**src/design/stt_pkg.sv**
```systemverilog
// ----------------------------------------------------------------------------
// stt_pkg: shared types and constants of the source text tokenizer
// Byte classes, token codes, scanner modes and the keyword tables.
// ----------------------------------------------------------------------------
package stt_pkg;

  // Default depth of the queue between front and back
  localparam int unsigned QUEUE_DEPTH = 4;
  // Result queue depth inside the back part (takes up to two results per cycle)
  localparam int unsigned OUT_DEPTH   = 4;

  // Character codes
  localparam logic [7:0] CH_SPACE = 8'h20;
  localparam logic [7:0] CH_TAB   = 8'h09;
  localparam logic [7:0] CH_CR    = 8'h0D;
  localparam logic [7:0] CH_LF    = 8'h0A;
  localparam logic [7:0] CH_SLASH = 8'h2F;
  localparam logic [7:0] CH_QUOTE = 8'h22;
  localparam logic [7:0] CH_UNDER = 8'h5F;
  localparam logic [7:0] CH_LPAR  = 8'h28;
  localparam logic [7:0] CH_RPAR  = 8'h29;
  localparam logic [7:0] CH_LBRC  = 8'h7B;
  localparam logic [7:0] CH_RBRC  = 8'h7D;
  localparam logic [7:0] CH_COMMA = 8'h2C;
  localparam logic [7:0] CH_SEMI  = 8'h3B;

  // Token codes
  typedef enum logic [3:0] {
    TK_EOF     = 4'd0,
    TK_LPAREN  = 4'd1,
    TK_RPAREN  = 4'd2,
    TK_LBRACE  = 4'd3,
    TK_RBRACE  = 4'd4,
    TK_COMMA   = 4'd5,
    TK_SEMI    = 4'd6,
    TK_STRING  = 4'd7,
    TK_INT     = 4'd8,
    TK_IDENT   = 4'd9,
    TK_FUNC    = 4'd10,
    TK_RETURN  = 4'd11,
    TK_SHH     = 4'd12,
    TK_BOOL    = 4'd13,
    TK_INVALID = 4'd14,
    TK_UNTERM  = 4'd15
  } tok_e;

  // Result item kinds
  localparam logic KIND_VALUE = 1'b0;
  localparam logic KIND_TOKEN = 1'b1;

  // Request types
  localparam logic REQ_BYTE = 1'b0;
  localparam logic REQ_END  = 1'b1;

  // Scanner modes
  typedef enum logic [2:0] {
    MODE_IDLE    = 3'd0,
    MODE_SLASH   = 3'd1,
    MODE_COMMENT = 3'd2,
    MODE_IDENT   = 3'd3,
    MODE_NUMBER  = 3'd4,
    MODE_STRING  = 3'd5
  } mode_e;

  // Keyword tables: func, return, shh, true, false
  localparam int unsigned KW_COUNT = 5;
  localparam logic [KW_COUNT-1:0] KW_ALL = '1;
  localparam logic [2:0] KW_LEN [KW_COUNT] = '{3'd4, 3'd6, 3'd3, 3'd4, 3'd5};
  localparam tok_e KW_KIND [KW_COUNT] = '{TK_FUNC, TK_RETURN, TK_SHH, TK_BOOL, TK_BOOL};
  localparam logic [7:0] KW_TEXT [KW_COUNT][8] = '{
    '{8'h66, 8'h75, 8'h6E, 8'h63, 8'h00, 8'h00, 8'h00, 8'h00},
    '{8'h72, 8'h65, 8'h74, 8'h75, 8'h72, 8'h6E, 8'h00, 8'h00},
    '{8'h73, 8'h68, 8'h68, 8'h00, 8'h00, 8'h00, 8'h00, 8'h00},
    '{8'h74, 8'h72, 8'h75, 8'h65, 8'h00, 8'h00, 8'h00, 8'h00},
    '{8'h66, 8'h61, 8'h6C, 8'h73, 8'h65, 8'h00, 8'h00, 8'h00}
  };

  // Classified input item
  typedef struct packed {
    logic       is_end;
    logic [7:0] ch;
    logic       sp;
    logic       dig;
    logic       alp;
    logic       und;
    logic       slash;
    logic       quote;
    logic       lf;
    tok_e       sym;   // TK_EOF when the byte is no symbol
  } cls_t;

  // One result item
  typedef struct packed {
    logic       item_kind;
    logic [7:0] value_byte;
    tok_e       token_kind;
    logic       last;
  } res_t;

endpackage

```
**src/design/source_text_tokenizer.sv**
```systemverilog
// ----------------------------------------------------------------------------
// source_text_tokenizer: streaming lexical analyser
// Turns source bytes into token value bytes and token-complete results.
// ----------------------------------------------------------------------------
//  channel  | dir | tdata                               | tuser     | tlast
//  s_axis   | in  | [7:0] char_code                     | req_type  | -
//  m_axis   | out | [7:0] value_byte, [11:8] token_kind | item_kind | last
//
// One item per cycle sustained; inputs pass the item queue, then the result queue.
// The output drains one result per cycle, so a run of items that each yield
// two results (a token ended by the next byte, or the end marker) holds the
// scanner back; an isolated one is absorbed by the result queue.
// Reset clears both queues and returns the scanner to between tokens.
// Either side may stall: the item queue lets input run ahead of the scanner.
// ----------------------------------------------------------------------------
module source_text_tokenizer #(
  parameter int unsigned QueueDepth = stt_pkg::QUEUE_DEPTH
) (
  input  logic        clk_i,
  input  logic        rst_ni,
  input  logic        s_axis_tvalid,
  output logic        s_axis_tready,
  input  logic [7:0]  s_axis_tdata,   // [7:0] char_code
  input  logic        s_axis_tuser,   // req_type
  output logic        m_axis_tvalid,
  input  logic        m_axis_tready,
  output logic [15:0] m_axis_tdata,   // [7:0] value_byte, [11:8] token_kind
  output logic        m_axis_tuser,   // item_kind
  output logic        m_axis_tlast    // last
);

  logic          push, q_full, q_valid, pop;
  stt_pkg::cls_t cls_in, cls_head;
  stt_pkg::res_t res;

  // Classifier
  stt_front u_front (
    .in_valid_i (s_axis_tvalid),
    .in_type_i  (s_axis_tuser),
    .in_char_i  (s_axis_tdata),
    .q_full_i   (q_full),
    .in_ready_o (s_axis_tready),
    .push_o     (push),
    .cls_o      (cls_in)
  );

  // Item queue
  stt_fifo #(
    .Depth (QueueDepth)
  ) u_fifo (
    .clk_i   (clk_i),
    .rst_ni  (rst_ni),
    .push_i  (push),
    .wdata_i (cls_in),
    .full_o  (q_full),
    .pop_i   (pop),
    .valid_o (q_valid),
    .rdata_o (cls_head)
  );

  // Scanner
  stt_back u_back (
    .clk_i       (clk_i),
    .rst_ni      (rst_ni),
    .valid_i     (q_valid),
    .cls_i       (cls_head),
    .pop_o       (pop),
    .out_valid_o (m_axis_tvalid),
    .out_ready_i (m_axis_tready),
    .out_res_o   (res)
  );

  assign m_axis_tdata = {4'h0, res.token_kind, res.value_byte};
  assign m_axis_tuser = res.item_kind;
  assign m_axis_tlast = res.last;

endmodule

```
**src/design/stt_front.sv**
```systemverilog
// ----------------------------------------------------------------------------
// stt_front: input classifier
// Accepts source items and tags each byte with its character class.
// ----------------------------------------------------------------------------
module stt_front (
  input  logic          in_valid_i,
  input  logic          in_type_i,
  input  logic [7:0]    in_char_i,
  input  logic          q_full_i,
  output logic          in_ready_o,
  output logic          push_o,
  output stt_pkg::cls_t cls_o
);

  // Handshake towards the queue
  assign in_ready_o = ~q_full_i;
  assign push_o     = in_valid_i & ~q_full_i;

  // Character classes
  always_comb begin
    cls_o        = '0;
    cls_o.is_end = (in_type_i == stt_pkg::REQ_END);
    cls_o.ch     = in_char_i;
    cls_o.sp     = (in_char_i == stt_pkg::CH_SPACE) ||
                   (in_char_i inside {[stt_pkg::CH_TAB:stt_pkg::CH_CR]});
    cls_o.dig    = in_char_i inside {[8'h30:8'h39]};
    cls_o.alp    = (in_char_i inside {[8'h61:8'h7A]}) || (in_char_i inside {[8'h41:8'h5A]});
    cls_o.und    = (in_char_i == stt_pkg::CH_UNDER);
    cls_o.slash  = (in_char_i == stt_pkg::CH_SLASH);
    cls_o.quote  = (in_char_i == stt_pkg::CH_QUOTE);
    cls_o.lf     = (in_char_i == stt_pkg::CH_LF);
    case (in_char_i)
      stt_pkg::CH_LPAR:  cls_o.sym = stt_pkg::TK_LPAREN;
      stt_pkg::CH_RPAR:  cls_o.sym = stt_pkg::TK_RPAREN;
      stt_pkg::CH_LBRC:  cls_o.sym = stt_pkg::TK_LBRACE;
      stt_pkg::CH_RBRC:  cls_o.sym = stt_pkg::TK_RBRACE;
      stt_pkg::CH_COMMA: cls_o.sym = stt_pkg::TK_COMMA;
      stt_pkg::CH_SEMI:  cls_o.sym = stt_pkg::TK_SEMI;
      default:           cls_o.sym = stt_pkg::TK_EOF;
    endcase
  end

endmodule

```
**src/design/stt_fifo.sv**
```systemverilog
// ----------------------------------------------------------------------------
// stt_fifo: classified item queue
// Small register queue between the classifier and the scanner.
// ----------------------------------------------------------------------------
module stt_fifo #(
  parameter int unsigned Depth = stt_pkg::QUEUE_DEPTH
) (
  input  logic          clk_i,
  input  logic          rst_ni,
  input  logic          push_i,
  input  stt_pkg::cls_t wdata_i,
  output logic          full_o,
  input  logic          pop_i,
  output logic          valid_o,
  output stt_pkg::cls_t rdata_o
);

  localparam int unsigned PtrW = (Depth > 1) ? $clog2(Depth) : 1;
  localparam int unsigned CntW = $clog2(Depth + 1);
  localparam logic [PtrW-1:0] PtrLast = PtrW'(Depth - 1);
  localparam logic [CntW-1:0] CntFull = CntW'(Depth);

  stt_pkg::cls_t   mem_q [Depth];
  logic [PtrW-1:0] wr_q, wr_d, rd_q, rd_d;
  logic [CntW-1:0] cnt_q, cnt_d;

  assign full_o  = (cnt_q == CntFull);
  assign valid_o = (cnt_q != '0);
  assign rdata_o = mem_q[rd_q];

  // Pointer and fill count
  always_comb begin
    wr_d  = wr_q;
    rd_d  = rd_q;
    cnt_d = cnt_q;
    if (push_i) begin
      wr_d = (wr_q == PtrLast) ? '0 : wr_q + 1'b1;
    end
    if (pop_i) begin
      rd_d = (rd_q == PtrLast) ? '0 : rd_q + 1'b1;
    end
    if (push_i && !pop_i) begin
      cnt_d = cnt_q + 1'b1;
    end else if (!push_i && pop_i) begin
      cnt_d = cnt_q - 1'b1;
    end
  end

  always_ff @(posedge clk_i or negedge rst_ni) begin
    if (!rst_ni) begin
      wr_q  <= '0;
      rd_q  <= '0;
      cnt_q <= '0;
    end else begin
      wr_q  <= wr_d;
      rd_q  <= rd_d;
      cnt_q <= cnt_d;
    end
  end

  // Storage
  always_ff @(posedge clk_i) begin
    if (push_i) begin
      mem_q[wr_q] <= wdata_i;
    end
  end

endmodule

```
**src/design/stt_back.sv**
```systemverilog
// ----------------------------------------------------------------------------
// stt_back: token scanner
// Runs the scan state machine on classified items and queues up to two
// results per item for the output channel.
// ----------------------------------------------------------------------------
module stt_back (
  input  logic          clk_i,
  input  logic          rst_ni,
  input  logic          valid_i,
  input  stt_pkg::cls_t cls_i,
  output logic          pop_o,
  output logic          out_valid_o,
  input  logic          out_ready_i,
  output stt_pkg::res_t out_res_o
);

  localparam int unsigned PtrW = $clog2(stt_pkg::OUT_DEPTH);
  localparam int unsigned CntW = $clog2(stt_pkg::OUT_DEPTH + 1);
  localparam logic [CntW-1:0] CntRoom = CntW'(stt_pkg::OUT_DEPTH - 2);

  stt_pkg::mode_e                 mode_q, mode_d;
  logic [stt_pkg::KW_COUNT-1:0]   kw_q, kw_d;
  logic [2:0]                     pos_q, pos_d;

  logic          r0_v, r1_v;
  stt_pkg::res_t r0, r1;
  logic          ident_cont;

  stt_pkg::res_t   oq_q [stt_pkg::OUT_DEPTH];
  logic [PtrW-1:0] owr_q, ord_q;
  logic [CntW-1:0] ocnt_q, ocnt_d;
  logic            out_fire;

  // Narrowing keyword flags by one identifier byte
  function automatic logic [stt_pkg::KW_COUNT-1:0] kw_take(
    input logic [stt_pkg::KW_COUNT-1:0] kw,
    input logic [2:0]                   pos,
    input logic [7:0]                   c
  );
    logic [stt_pkg::KW_COUNT-1:0] r;
    r = kw;
    for (int k = 0; k < stt_pkg::KW_COUNT; k++) begin
      if (!((pos < stt_pkg::KW_LEN[k]) && (stt_pkg::KW_TEXT[k][pos] == c))) begin
        r[k] = 1'b0;
      end
    end
    return r;
  endfunction

  // Kind of a finished identifier, first matching keyword wins
  function automatic stt_pkg::tok_e ident_kind(
    input logic [stt_pkg::KW_COUNT-1:0] kw,
    input logic [2:0]                   pos
  );
    stt_pkg::tok_e r;
    r = stt_pkg::TK_IDENT;
    for (int k = stt_pkg::KW_COUNT - 1; k >= 0; k--) begin
      if (kw[k] && (pos == stt_pkg::KW_LEN[k])) begin
        r = stt_pkg::KW_KIND[k];
      end
    end
    return r;
  endfunction

  function automatic stt_pkg::res_t mk_tok(
    input logic [7:0]    vb,
    input stt_pkg::tok_e tk,
    input logic          last
  );
    stt_pkg::res_t r;
    r.item_kind  = stt_pkg::KIND_TOKEN;
    r.value_byte = vb;
    r.token_kind = tk;
    r.last       = last;
    return r;
  endfunction

  function automatic stt_pkg::res_t mk_val(input logic [7:0] vb);
    stt_pkg::res_t r;
    r.item_kind  = stt_pkg::KIND_VALUE;
    r.value_byte = vb;
    r.token_kind = stt_pkg::TK_EOF;
    r.last       = 1'b0;
    return r;
  endfunction

  // Result of a byte met between tokens; valid flag in the top bit
  function automatic logic [$bits(stt_pkg::res_t):0] idle_res(input stt_pkg::cls_t c);
    logic [$bits(stt_pkg::res_t):0] r;
    if (c.sym != stt_pkg::TK_EOF) begin
      r = {1'b1, mk_tok(8'h00, c.sym, 1'b0)};
    end else if (c.quote || c.slash || c.sp) begin
      r = '0;
    end else if (c.dig || c.alp) begin
      r = {1'b1, mk_val(c.ch)};
    end else begin
      r = {1'b1, mk_tok(c.ch, stt_pkg::TK_INVALID, 1'b0)};
    end
    return r;
  endfunction

  // Mode that a byte met between tokens opens
  function automatic stt_pkg::mode_e idle_mode(input stt_pkg::cls_t c);
    stt_pkg::mode_e m;
    if (c.quote) begin
      m = stt_pkg::MODE_STRING;
    end else if (c.slash) begin
      m = stt_pkg::MODE_SLASH;
    end else if (c.dig) begin
      m = stt_pkg::MODE_NUMBER;
    end else if (c.alp) begin
      m = stt_pkg::MODE_IDENT;
    end else begin
      m = stt_pkg::MODE_IDLE;
    end
    return m;
  endfunction

  assign ident_cont = cls_i.alp || cls_i.dig || cls_i.und;

  // Take an item only when the result queue has room for two
  assign pop_o = valid_i && (ocnt_q <= CntRoom);

  // Next state
  always_comb begin
    mode_d = mode_q;
    kw_d   = kw_q;
    pos_d  = pos_q;
    if (pop_o) begin
      if (cls_i.is_end) begin
        mode_d = stt_pkg::MODE_IDLE;
        kw_d   = stt_pkg::KW_ALL;
        pos_d  = '0;
      end else begin
        case (mode_q)
          stt_pkg::MODE_COMMENT: begin
            if (cls_i.lf) begin
              mode_d = stt_pkg::MODE_IDLE;
            end
          end
          stt_pkg::MODE_STRING: begin
            if (cls_i.quote) begin
              mode_d = stt_pkg::MODE_IDLE;
            end
          end
          stt_pkg::MODE_IDENT: begin
            if (ident_cont) begin
              kw_d  = kw_take(kw_q, pos_q, cls_i.ch);
              pos_d = (pos_q == 3'd7) ? pos_q : pos_q + 3'd1;
            end
          end
          stt_pkg::MODE_NUMBER: begin
            if (cls_i.dig) begin
              mode_d = stt_pkg::MODE_NUMBER;
            end
          end
          default: begin
          end
        endcase
        // Byte handled as between tokens: fresh identifier flags
        if ((mode_q == stt_pkg::MODE_IDLE) ||
            ((mode_q == stt_pkg::MODE_SLASH) && !cls_i.slash) ||
            ((mode_q == stt_pkg::MODE_IDENT) && !ident_cont) ||
            ((mode_q == stt_pkg::MODE_NUMBER) && !cls_i.dig)) begin
          mode_d = idle_mode(cls_i);
          kw_d   = cls_i.alp ? kw_take(stt_pkg::KW_ALL, 3'd0, cls_i.ch) : stt_pkg::KW_ALL;
          pos_d  = cls_i.alp ? 3'd1 : 3'd0;
        end else if ((mode_q == stt_pkg::MODE_SLASH) && cls_i.slash) begin
          mode_d = stt_pkg::MODE_COMMENT;
        end
      end
    end
  end

  always_ff @(posedge clk_i or negedge rst_ni) begin
    if (!rst_ni) begin
      mode_q <= stt_pkg::MODE_IDLE;
      kw_q   <= stt_pkg::KW_ALL;
      pos_q  <= '0;
    end else begin
      mode_q <= mode_d;
      kw_q   <= kw_d;
      pos_q  <= pos_d;
    end
  end

  // Results of the current item
  always_comb begin
    r0_v = 1'b0;
    r1_v = 1'b0;
    r0   = mk_val(8'h00);
    r1   = mk_val(8'h00);
    if (cls_i.is_end) begin
      r0_v = 1'b1;
      r1_v = 1'b1;
      r1   = mk_tok(8'h00, stt_pkg::TK_EOF, 1'b1);
      case (mode_q)
        stt_pkg::MODE_SLASH:  r0 = mk_tok(stt_pkg::CH_SLASH, stt_pkg::TK_INVALID, 1'b0);
        stt_pkg::MODE_IDENT:  r0 = mk_tok(8'h00, ident_kind(kw_q, pos_q), 1'b0);
        stt_pkg::MODE_NUMBER: r0 = mk_tok(8'h00, stt_pkg::TK_INT, 1'b0);
        stt_pkg::MODE_STRING: begin
          r0   = mk_tok(8'h00, stt_pkg::TK_UNTERM, 1'b1);
          r1_v = 1'b0;
        end
        default: begin
          r0   = mk_tok(8'h00, stt_pkg::TK_EOF, 1'b1);
          r1_v = 1'b0;
        end
      endcase
    end else begin
      case (mode_q)
        stt_pkg::MODE_SLASH: begin
          if (!cls_i.slash) begin
            r0_v       = 1'b1;
            r0         = mk_tok(stt_pkg::CH_SLASH, stt_pkg::TK_INVALID, 1'b0);
            {r1_v, r1} = idle_res(cls_i);
          end
        end
        stt_pkg::MODE_COMMENT: begin
        end
        stt_pkg::MODE_IDENT: begin
          r0_v = 1'b1;
          if (ident_cont) begin
            r0 = mk_val(cls_i.ch);
          end else begin
            r0         = mk_tok(8'h00, ident_kind(kw_q, pos_q), 1'b0);
            {r1_v, r1} = idle_res(cls_i);
          end
        end
        stt_pkg::MODE_NUMBER: begin
          r0_v = 1'b1;
          if (cls_i.dig) begin
            r0 = mk_val(cls_i.ch);
          end else begin
            r0         = mk_tok(8'h00, stt_pkg::TK_INT, 1'b0);
            {r1_v, r1} = idle_res(cls_i);
          end
        end
        stt_pkg::MODE_STRING: begin
          r0_v = 1'b1;
          r0   = cls_i.quote ? mk_tok(8'h00, stt_pkg::TK_STRING, 1'b0) : mk_val(cls_i.ch);
        end
        default: begin
          {r0_v, r0} = idle_res(cls_i);
        end
      endcase
    end
  end

  // Result queue: up to two writes and one read per cycle
  assign out_valid_o = (ocnt_q != '0);
  assign out_res_o   = oq_q[ord_q];
  assign out_fire    = out_valid_o && out_ready_i;

  always_comb begin
    ocnt_d = ocnt_q;
    if (pop_o) begin
      ocnt_d = ocnt_d + CntW'(r0_v) + CntW'(r1_v);
    end
    if (out_fire) begin
      ocnt_d = ocnt_d - 1'b1;
    end
  end

  always_ff @(posedge clk_i or negedge rst_ni) begin
    if (!rst_ni) begin
      owr_q  <= '0;
      ord_q  <= '0;
      ocnt_q <= '0;
    end else begin
      ocnt_q <= ocnt_d;
      if (out_fire) begin
        ord_q <= ord_q + 1'b1;
      end
      if (pop_o) begin
        owr_q <= owr_q + PtrW'(r0_v) + PtrW'(r1_v);
      end
    end
  end

  always_ff @(posedge clk_i) begin
    if (pop_o && r0_v) begin
      oq_q[owr_q] <= r0;
    end
    if (pop_o && r1_v) begin
      oq_q[owr_q + 1'b1] <= r1;
    end
  end

endmodule
```
**config.mk**
```make
export PLATFORM = sky130hd
export DESIGN_NAME = source_text_tokenizer
export DESIGN_NICKNAME = d
export VERILOG_FILES = /design/src/design/stt_pkg.sv /design/src/design/source_text_tokenizer.sv /design/src/design/stt_front.sv /design/src/design/stt_fifo.sv /design/src/design/stt_back.sv
export SDC_FILE = /design/constraint.sdc
export NUM_CORES = 1
export LEC_CHECK = 0
export BUFFER_PORTS_ARGS = -buffer_cell sky130_fd_sc_hd__buf_2
export CORE_ASPECT_RATIO = 1.4
export CORE_MARGIN = 8
export CORE_UTILIZATION = 45
export DETAILED_ROUTE_END_ITERATION = 12
export PLACE_DENSITY = 0.64
export SLEW_MARGIN = 25
export SYNTH_ARGS = -nofsm -noshare
export SYNTH_HDL_FRONTEND = slang
export SYNTH_SLANG_ARGS = --single-unit
```
**constraint.sdc**
```tcl
create_clock -name clk_i -period 3.5 [get_ports clk_i]
set_input_delay 0.35 -clock clk_i [delete_from_list [all_inputs] [get_ports clk_i]]
set_output_delay 0.35 -clock clk_i [all_outputs]
set_load 0.1 [all_outputs]
```
* After elaboration in Yosys (flattened, before gate mapping)
Memories as Yosys holds them, arrays and structs flattened. Cells that the tools add are included.
Storage, ports and cells: register bits after elaboration 25, logic and storage cells 229, ROM bits 320, output and inout port bits 20, bits in writable memories 132, input bits 13, memories kept 7
Operators by class: add/sub/neg operators 12, bitwise operators 3, equality and inequality tests 42, reduce and logical (&&, ||, !) cells 55, magnitude comparators 14, mux-type cells 83
Memories:
- u_fifo.mem_q | depth 4, width 19, rd ports 1, clocked after Yosys merged registers in 0, write ports 1, RTL line stt_fifo.sv:23 | stt_pkg::cls_t mem_q [Depth];
- (no name shown) | depth 8, width 8, rd ports 1, clocked after Yosys merged registers in 0, write ports 0, RTL line stt_back.sv:43 | if (!((pos < stt_pkg::KW_LEN[k]) && (stt_pkg::KW_TEXT[k][pos] == c))) begin
- (no name shown) | depth 8, width 8, rd ports 1, clocked after Yosys merged registers in 0, write ports 0, RTL line stt_back.sv:43
- (no name shown) | depth 8, width 8, rd ports 1, clocked after Yosys merged registers in 0, write ports 0, RTL line stt_back.sv:43
- (no name shown) | depth 8, width 8, rd ports 1, clocked after Yosys merged registers in 0, write ports 0, RTL line stt_back.sv:43
- (no name shown) | depth 8, width 8, rd ports 1, clocked after Yosys merged registers in 0, write ports 0, RTL line stt_back.sv:43
- 1 more memories
Operators by type and width (count):
- $mux 14 | 10
- $mux 8 | 10
- $pmux 14 s5 | 1
- $mux 3 | 23
- $eq 8x6->1 const B | 7
- $pmux 11 s4 | 1
- $pmux 14 s3 | 1
- $eq 8x8->1 | 5
- $eq 7x8->1 const A | 4
- $mux 15 | 2
- $mux 5 | 5
- $eq 8x7->1 const B | 3
- $logic_and 1x1->1 | 24
- $reduce_and 4->1 | 6
- $mux 1 | 23
- $eq 3x3->1 const B | 7
- $ne 3x3->1 const B | 6
- $pmux 3 s6 | 1
- $ge 8x7->1 const B | 2
- $le 8x7->1 const B | 2
- $reduce_bool 3->1 | 4
- $eq 3x2->1 const B | 3
- $logic_or 1x1->1 | 9
- $lt 3x3->1 const B | 3
- other kinds (31) | 47

* Longest topological paths before layout
Gate-level depths: netlist of run 1. An unclocked memory read counts as a cell.
depth in word-level cells 12, depth in mapped cells 13, gate-level depth less buffers 11

* Cells and area by module
Synthesis of run 1 repeated with hierarchy kept, for this count alone.
Second synthesis, totals: cells, all modules 661, area, all modules 8635.8 um^2
Modules (own cells, without submodules):
- stt_back | cells each 469, sequential area each 2138.3 um^2, times used 1, area an instance 4976.0 um^2
- stt_fifo | cells each 141, sequential area each 2577.5 um^2, times used 1, area an instance 3306.9 um^2
- stt_front | cells each 46, sequential area each 0.0 um^2, times used 1, area an instance 319.1 um^2
- source_text_tokenizer | cells each 5, sequential area each 0.0 um^2, times used 1, area an instance 33.8 um^2

* Least setup slack after synthesis of run 1
OpenSTA, ideal clock, no wires.
path kind reg-to-reg, start point register u_fifo.rd_q[0], end point register u_back.ocnt_q[2], data required time 3.372 ns, period minus slack after synthesis 3.466 ns, arrival time 3.338 ns, path buffers 4, stages on the path, launching flop included 14, library setup time 0.128 ns, path slack 0.034 ns, path through dfrtp_1 buf_6 buf_6 mux4_2 clkbuf_1 buf_1 nor4_1 inv_1 fa_1 ha_1 a21oi_1 ha_1 nand2_1 xor2_1
On the way: word-level cells in the longest chain between the ends 12, elaborated cells on any way between the ends 21, those cells by class add/sub: 3; mux: 12; reduce/logical: 5; memory: 1
Ends and longest elaborated chain:
- start: declaration | RTL line stt_fifo.sv:24 | logic [PtrW-1:0] wr_q, wr_d, rd_q, rd_d;
- start signal: assignment | RTL line stt_fifo.sv:56 | rd_q <= rd_d;
- $mem_v2 4x19 *
- $logic_or 1x1->1 (2 in a row) | RTL line stt_back.sv:92 | end else if (c.quote || c.slash || c.sp) begin
- $mux 15 | RTL line stt_back.sv:92
- $mux 15 | RTL line stt_back.sv:90 | if (c.sym != stt_pkg::TK_EOF) begin
- $pmux 1 s3, or another cell as far along | RTL line stt_back.sv:211 | case (mode_q)
- $mux 1 / $pmux 1 s3 (equally long branches) | RTL line stt_back.sv:193, stt_back.sv:211
- $add 3x1->3 / $mux 1 (equally long branches) | RTL line stt_back.sv:258, stt_back.sv:193
- $add 3x1->3 * | RTL line stt_back.sv:258 | ocnt_d = ocnt_d + CntW'(r0_v) + CntW'(r1_v);
- $mux 3 * | RTL line stt_back.sv:257 | if (pop_o) begin
- $sub 3x1->3 | RTL line stt_back.sv:261 | ocnt_d = ocnt_d - 1'b1;
- $mux 3 * | RTL line stt_back.sv:260 | if (out_fire) begin
- net u_back.ocnt_d[2] | RTL line stt_back.sv:31 | logic [CntW-1:0] ocnt_q, ocnt_d;
- end signal: assignment | RTL line stt_back.sv:271 | ocnt_q <= ocnt_d;
- end: declaration | RTL line stt_back.sv:31
Mark *: on every way through the listed nets, which the timed path passes. The rest lies on a longest branch. A chain may end at the register's enable or synchronous reset.

* Worst setup path in the final report of run 1
Ends and elaborated chain as after synthesis.

==> results.yml, run 1 <==
status:
  status: "completed"
placed_design:
  io_buffers: 28
  gp_congestion: 0.913
  place_hpwl_um: 13700
cells_and_area:
  area_growth_pct: 13.9
  regArea_um2: 4600
  layout-drive-gt1-share_pct: 22.0
  final_util_pct: 51.9
  multi_input_area_um2: 3600
  fin_nets: 734
  antenna_cells: 0
  final.fill_count: 1564
  layout_common_cells: "132 x edfxtp_1, 45 x nand2_1, 40 x mux2i_1, 40 x a21oi_1, 39 x nor2_1"
  final_common_cell: "edfxtp_1"
floorplanning:
  die_area_um2: 23500
  core_area_um2: 18500
  io_pins: 33
  die_h_um: 178
  rows: 59
  die_x_um: 132
  initial_utilization_pct: 45.6
routing:
  first_pass_iters: 4
  wl_um: 19100
  drtIter0Drc: 336
  post_drt_wl_per_cell_um: 19.9
  via_count: 5653
  drt_drc_violations_left: 0
  drt-vias-per-instance: 5.89
  antenna_left: 0
sta:
  fin_tns_setup_ps: 0
  finalHoldViolations: 0
  finClkSkew_ps: 6.50
  whs_ps: 139
  clock.fmax_mhz: 308
  post-route-period-util_pct: 92.7
  finalSetupViolations: 0
  worst_slew_pin_slew_ps: 1010
  rsz0062_at_grt: "false"
  drv_slew: 0
  period_needed_ps: 3250
  slew_headroom_pct: 30.8
yosys:
  synth_top_area_cell: "edfxtp_1"
  synthesis.area_um2: 8450
  yosysWarnings: 0
  ys_ff_latch: 157
  synth_cell_types: 83
  avgSynthCellArea_um2: 12.9
  netlist_instances: 657
  synth_ff_type: "edfxtp_1"
  ys_async_sr_fraction_pct: 15.9
  netlist.area_leader.share_pct: 46.9
  seq_area_frac_synth_pct: 54.4
  synth_area_leaders: "edfxtp_1 47%, mux4_2 8.8%, dfrtp_1 5.9%"
  synth_edf_count: 132
clocking:
  clkTransAtPathRegs_ps: 60
  h-tree-depth: 4
  numClockSinks: 157
  cts_tree: "done"
  clock_latency_ps: 430
  clock_path_buffers: 2
  clock-root-buffer: "clkbuf_16"
  cts_buffers: 17
global_routing:
  grt_max_degree: 26
  grt_usage_pct: 16.8
  antenna_found_initial: 0
  grt-ovfl-total: 0
  grt_pass1_wl_um: 31100
  grt_pass1_vias: 5811
critical_path:
  crit_slowest_cell: "mux4_2"
  critPathMaxFanout: 10
  critPathTopFamily: "compound AO/OA/AOI/OAI gates"
  worstPathCellList: "buf_6, mux4_2, o31ai_4, o2bb2ai_4, a21oi_4, nor2b_1, fa_1, a21oi_1, ha_1, nand2_1, xor2_1"
  startpoint_type: "flip-flop"
  arrival_ps: 3550
  max_stage_delay_ps: 570
  critPathKind: "reg -> reg"
  cp_num_buf_inv: 1
  required_ps: 3810
  endpoint_kind: "flip-flop"
hold_path:
  hp-class: "in -> reg"
job:
  drv_cap: 0
synth_stat cells (4+ instances only):
cell,instances
a211o_1,4
mux2i_1,40
nor3_1,19
o21ai_0,23
and3_1,5
inv_1,14
or2_2,4
nor2_1,39
edfxtp_1,132
buf_2,9
nand4_1,5
buf_6,4
nor2b_1,16
dfrtp_1,20
buf_4,4
clkbuf_1,22
o31a_1,5
nand3_1,10
nor4_1,8
xor2_1,8
ha_1,16
a31oi_1,4
a21oi_1,40
xnor2_1,12
mux4_2,33
o211ai_1,5
nand2b_1,5
mux2_2,4
a21o_1,4
nand3b_1,4
nand2_1,45
dfstp_2,5
and2_1,9
or3_1,4
kinds of logic after synthesis:
| logic type | count (synthesis) | synth area share, % |
|---|---|---|
| simple gates | 196 | 12.4 |
| flops | 157 | 54.4 |
| compound gates | 127 | 10.4 |
| mux | 79 | 14.3 |
| buf+inv | 58 | 3.24 |
| xor+xnor | 20 | 2.07 |
| fa+ha+maj | 19 | 3.08 |
| other cells | 1 | 0.0444 |
stage by stage:
stage / worst slack [ps] / std cells / area (um2)
CTS: 91.1 / 957 / 9580
global placement: 169 / 924 / 8950
detailed placement: 91.8 / 924 / 8950
finish: 254 / 959 / 9620
global route: 12.3 / 959 / 9620
floorplan: 34.0 / 660 / 8460
final timing paths:
check                                                  from  cells past startpoint                            end  slack, ps
min in group asynchronous                            rst_ni                      2    u_fifo.cnt_q[2]$_DFFE_PN0P_        470
max in group asynchronous                            rst_ni                      2     u_fifo.rd_q[0]$_DFFE_PN0P_       2590
worst max register to register   u_fifo.rd_q[0]$_DFFE_PN0P_                     11     u_back.ocnt_q[2]$_DFF_PN0_        250
worst min-delay path                           s_axis_tuser                      1  u_fifo.mem_q[1][18]$_DFFE_PP_        140
worst min register to register  u_fifo.cnt_q[2]$_DFFE_PN0P_                      1    u_fifo.cnt_q[2]$_DFFE_PN0P_        500
worst max-delay path             u_fifo.rd_q[0]$_DFFE_PN0P_                     11     u_back.ocnt_q[2]$_DFF_PN0_        250
flip-flops by register name, summed over array words and instances (netlist names):
register / cells
u_back.kw_q: 5
u_back.mode_q: 3
u_back.ocnt_q: 3
u_back.oq_q: 56
u_back.ord_q: 2
u_back.owr_q: 2
u_back.pos_q: 3
u_fifo.cnt_q: 3
u_fifo.mem_q: 76
u_fifo.rd_q: 2
u_fifo.wr_q: 2
layer usage:
layer,routed length (um),global-route usage (%),up-vias
li1,-,-,2621
met3,674,3.27,41
met2,10400,31.7,145
met4,563,8.11,0
met5,0,0,-
met1,7470,17.5,2846
area by class of cell:
cell class / count / area share [%]
multi-input cells: 445 / 37.5
well taps: 244 / 3.17
clock buffers: 17 / 4.42
inverters: 16 / 0.624
clock inverters: 15 / 2.05
repair buffers: 65 / 4.49
flip-flops and latches: 157 / 47.8
repair_timing:
item,in CTS,in global routing
setup buffers,0,1
hold buffers,1,0
hold endpoints to repair,20,0
endpoints found under the setup margin,0,2
resized for setup,0,3
Power of run 1 is not shown: default switching activity piles up to over one toggle a cycle in this logic, so the estimate is an artifact.
==> inputs of run 2 (changes only) <==
Settings changed: REMOVE_ABC_BUFFERS from default to 1.
==> run 2 against run 1 <==
  * Die area did not move
  * Sequential cell count did not move
  * Utilization fell by 0.42 points
  * Routed wire length fell by 1.1%
  * Non-clock buffer count fell by 3
  * Via count fell by 0.39%
  * Critical path depth did not move
  * Clock skew rose by 10 ps
==> results.yml, run 2 (synthesis results as in run 1) <==
sta:
  finalHoldViolations: 0
  slew_headroom_pct: 34.6
  post-route-period-util_pct: 96.5
  worst_slew_pin_slew_ps: 981
  period_needed_ps: 3380
  finalSetupViolations: 0
  rsz0062_at_grt: "false"
  drv_slew: 0
  finClkSkew_ps: 16.8
  clock.fmax_mhz: 296
  fin_ws_ps: 123
  whs_ps: 146
  fin_tns_setup_ps: 0
cells_and_area:
  area_growth_pct: 12.9
  reg_top3: "u_fifo.mem_q: 76 flops, u_back.oq_q: 56 flops, u_back.kw_q: 5 flops"
  layout_common_cells: "132 x edfxtp_1, 45 x nand2_1, 40 x mux2i_1, 40 x a21oi_1, 39 x nor2_1"
  antenna_cells: 0
  final_cells: 956
  final.fill_count: 1572
  regMostFlops: "u_fifo.mem_q"
  final_common_cell: "edfxtp_1"
  layout-drive-gt1-share_pct: 20.8
  fin_nets: 731
  largest_register_ffs: 76
critical_path:
  critPathTopFamily: "compound AO/OA/AOI/OAI gates"
  critPathLaunch: "u_fifo.rd_q[0]$_DFFE_PN0P_"
  worstPathCellList: "buf_12, mux4_2, o31ai_4, o2bb2ai_4, a21oi_4, nor2b_1, fa_1, a21oi_1, ha_1, nand2_1, xor2_1"
  required_ps: 3790
  critPathKind: "reg -> reg"
  endpoint_kind: "flip-flop"
  max_stage_delay_ps: 570
  crit_slowest_cell: "mux4_2"
  r2r-start: "u_fifo.rd_q[0]$_DFFE_PN0P_"
  cp_num_buf_inv: 1
  startpoint_type: "flip-flop"
  arrival_ps: 3670
  critPathMaxFanout: 16
clocking:
  clkTransAtPathRegs_ps: 60
  clock_path_buffers: 2
  cts_tree: "done"
  h-tree-depth: 4
  numClockSinks: 157
  clock_latency_ps: 430
  cts_buffers: 17
  clock-root-buffer: "clkbuf_16"
routing:
  post_drt_wl_per_cell_um: 19.7
  drt-vias-per-instance: 5.89
  drtIter0Drc: 292
  via_count: 5631
  wl_um: 18800
  first_pass_iters: 5
  antenna_left: 0
  drt_drc_violations_left: 0
global_routing:
  antenna_found_initial: 0
  grt_usage_pct: 16.4
  grt-ovfl-total: 0
  grt_pass1_vias: 5859
  grt_pass1_wl_um: 30400
  grt_max_degree: 26
job:
  drv_cap: 0
floorplanning:
  initial_utilization_pct: 45.6
  core_area_um2: 18500
  die_h_um: 178
  io_pins: 33
  die_area_um2: 23500
  rows: 59
  die_x_um: 132
placed_design:
  place_ws_ps: 86.5
  gp_congestion: 1.01
  place_inst: 920
  place_hpwl_um: 13500
  io_buffers: 28
hold_path:
  hp-start: "s_axis_tuser"
  hp-class: "in -> reg"
status:
  status: "completed"
## run 2: final timing paths
check	end	slack, ps	cells past startpoint
min	u_fifo.mem_q[1][18]$_DFFE_PP_	150	1
min in group asynchronous	u_back.mode_q[0]$_DFFE_PN0P_	490	2
max reg2reg	u_back.ocnt_q[2]$_DFF_PN0_	120	11
max in group asynchronous	u_back.ord_q[0]$_DFFE_PN0P_	2600	2
max	u_back.ocnt_q[2]$_DFF_PN0_	120	11
min reg2reg	u_fifo.cnt_q[2]$_DFFE_PN0P_	500	1
## run 2: routing by layer
layer  global-route usage [%]  part of all wire [%]  vias up
met5                        0                     0        -
met4                     8.26                   3.1        0
met3                     3.33                   3.6       45
met2                     30.9                    54      157
met1                     17.2                    39     2823
li1                         -                     -     2606
## run 2: stage by stage
stage	cell area (um2)	util (%)
floorplan	8250	-
global placement	8930	48.2
detailed placement	8930	48.2
CTS	9510	51.3
global route	9540	51.5
finish	9540	51.5
## run 2: area by class of cell
cell class	instances	area, um2	area share, %
clock buffers	18	429	4.50
clock inverters	14	143	1.49
inverters	16	60.1	0.629
multi-input cells	445	3600	37.7
flip-flops and latches	157	4600	48.2
well taps	244	305	3.20
repair buffers	62	410	4.30
## run 2: timing repair
action / CTS / global route
gates resized for setup: 0 / 1
setup buffers: 0 / 3
hold buffers: 1 / 0
setup endpoints to repair: 0 / 2
hold endpoints to repair: 20 / 0
Power of run 2 is left out for the same reason.
==> inputs of run 3 (changes only) <==
Settings changed: PLACE_DENSITY 0.64 to default, PLACE_DENSITY_LB_ADDON from default to 0.3.
==> run 3 against run 2 <==
  * Register-to-register slack gained 70 ps
  * Die area is the same
  * Routed wire length down 1.0%
  * Hold slack hardly changed
  * Via count grew 0.71%
  * Highest routed layer unchanged
  * Maximum frequency increased by 2.1%
==> results.yml, run 3 (synthesis results as in run 1) <==
status:
  status: "completed"
critical_path:
  critPathMaxFanout: 16
  required_ps: 3800
  r2r-start: "u_fifo.rd_q[0]$_DFFE_PN0P_"
  arrival_ps: 3600
  startpoint_type: "flip-flop"
  rrSetupSlack_ps: 190
  endpoint_kind: "flip-flop"
  critPathLaunch: "u_fifo.rd_q[0]$_DFFE_PN0P_"
  critPathKind: "reg -> reg"
routing:
  drt-vias-per-instance: 5.93
  drt_drc_violations_left: 0
  antenna_left: 0
  via_count: 5671
  first_pass_iters: 5
  wl_um: 18600
  post_drt_wl_per_cell_um: 19.5
  drtIter0Drc: 376
cells_and_area:
  layout-drive-gt1-share_pct: 21.6
  antenna_cells: 0
  largest_register_ffs: 76
  final.fill_count: 1557
  regArea_um2: 4600
  area_growth_pct: 13.0
  regMostFlops: "u_fifo.mem_q"
  final_util_pct: 51.5
  reg_top3: "u_fifo.mem_q: 76 flops, u_back.oq_q: 56 flops, u_back.kw_q: 5 flops"
  layout_common_cells: "132 x edfxtp_1, 45 x nand2_1, 40 x mux2i_1, 40 x a21oi_1, 39 x nor2_1"
  multi_input_area_um2: 3600
  final_common_cell: "edfxtp_1"
  fin_nets: 731
floorplanning:
  io_pins: 33
  rows: 59
  die_x_um: 132
  die_h_um: 178
  initial_utilization_pct: 45.6
  core_area_um2: 18500
  die_area_um2: 23500
sta:
  finalHoldViolations: 0
  finClkSkew_ps: 13.7
  whs_ps: 146
  post-route-period-util_pct: 94.5
  finalSetupViolations: 0
  rsz0062_at_grt: "false"
  clock.fmax_mhz: 302
  slew_headroom_pct: 34.7
  fin_ws_ps: 193
  worst_slew_pin_slew_ps: 980
  period_needed_ps: 3310
  drv_slew: 0
global_routing:
  grt_pass1_vias: 5970
  antenna_found_initial: 0
  grt-ovfl-total: 0
  grt_usage_pct: 16.4
  grt_pass1_wl_um: 30600
  grt_max_degree: 26
placed_design:
  gp_congestion: 1.00
  place_ws_ps: 122
  place_hpwl_um: 13500
  io_buffers: 28
clocking:
  clkTransAtPathRegs_ps: 70
  cts_tree: "done"
  clock_path_buffers: 2
  clock-root-buffer: "clkbuf_16"
  h-tree-depth: 4
  numClockSinks: 157
  clock_latency_ps: 420
  cts_buffers: 17
hold_path:
  hp-start: "s_axis_tuser"
  hp-class: "in -> reg"
job:
  drv_cap: 0
run 3: cell count changes in the layout (fill, tap and decap cells not counted), sizes merged:
cell      previous run  this run
bufinv               2         1
clkbuf              18        17
clkinv               9         7
clkinvlp             2         1
inv                 17        22
run 3: worst paths after layout:
check                                                 to  cells after the start
hold / removal             u_fifo.mem_q[0][18]$_DFFE_PP_                      1
min in group asynchronous    u_fifo.cnt_q[1]$_DFFE_PN0P_                      2
setup reg to reg              u_back.ocnt_q[2]$_DFF_PN0_                     13
max in group asynchronous    u_back.ord_q[0]$_DFFE_PN0P_                      2
hold reg to reg              u_fifo.cnt_q[2]$_DFFE_PN0P_                      1
setup / recovery              u_back.ocnt_q[2]$_DFF_PN0_                     13
run 3: repair_timing:
action / 4_1_cts / 5_1_grt
setup endpoints to repair: 0 / 2
setup buffers: 0 / 1
endpoints found under the hold margin: 20 / 0
gates resized for setup: 0 / 2
hold buffers: 1 / 0
run 3: per-stage QoR:
| step | cell area, um2 | cells | TNS, ps |
|---|---|---|---|
| 6_report | 9550 | 956 | 0 |
| 5_1_grt | 9550 | 956 | 0 |
| 4_1_cts | 9530 | 955 | 0 |
| 3_5_place_dp | 8940 | 922 | 0 |
| 3_3_place_gp | 8940 | 922 | 0 |
| 2_1_floorplan | 8250 | 618 | -12160 |
run 3: per-layer routing:
layer	global-route usage, %	wire length, um
met1	17.1	7280
met2	31.4	10000
met3	2.25	694
met4	8.64	629
met5	0	0
run 3: critical path, stage by stage (launching register included):
cell and delay (ps):
dfrtp_1 380, buf_12 180, mux4_2 560, nor3_2 230, buf_4 160, nand2_1 90, a21oi_4 190, nor2b_1 120
fa_1 400, ha_1 280, a21oi_1 190, ha_1 190, nand2_1 70, xor2_1 160
run 3: area by class of cell:
type / instances / area share [%]
clock buffers: 17 / 4.45
clock inverters: 15 / 1.61
inverters: 16 / 0.629
multi-input cells: 445 / 37.7
flip-flops and latches: 157 / 48.1
well taps: 244 / 3.20
repair buffers: 62 / 4.30
Power of run 3 is left out for the same reason.
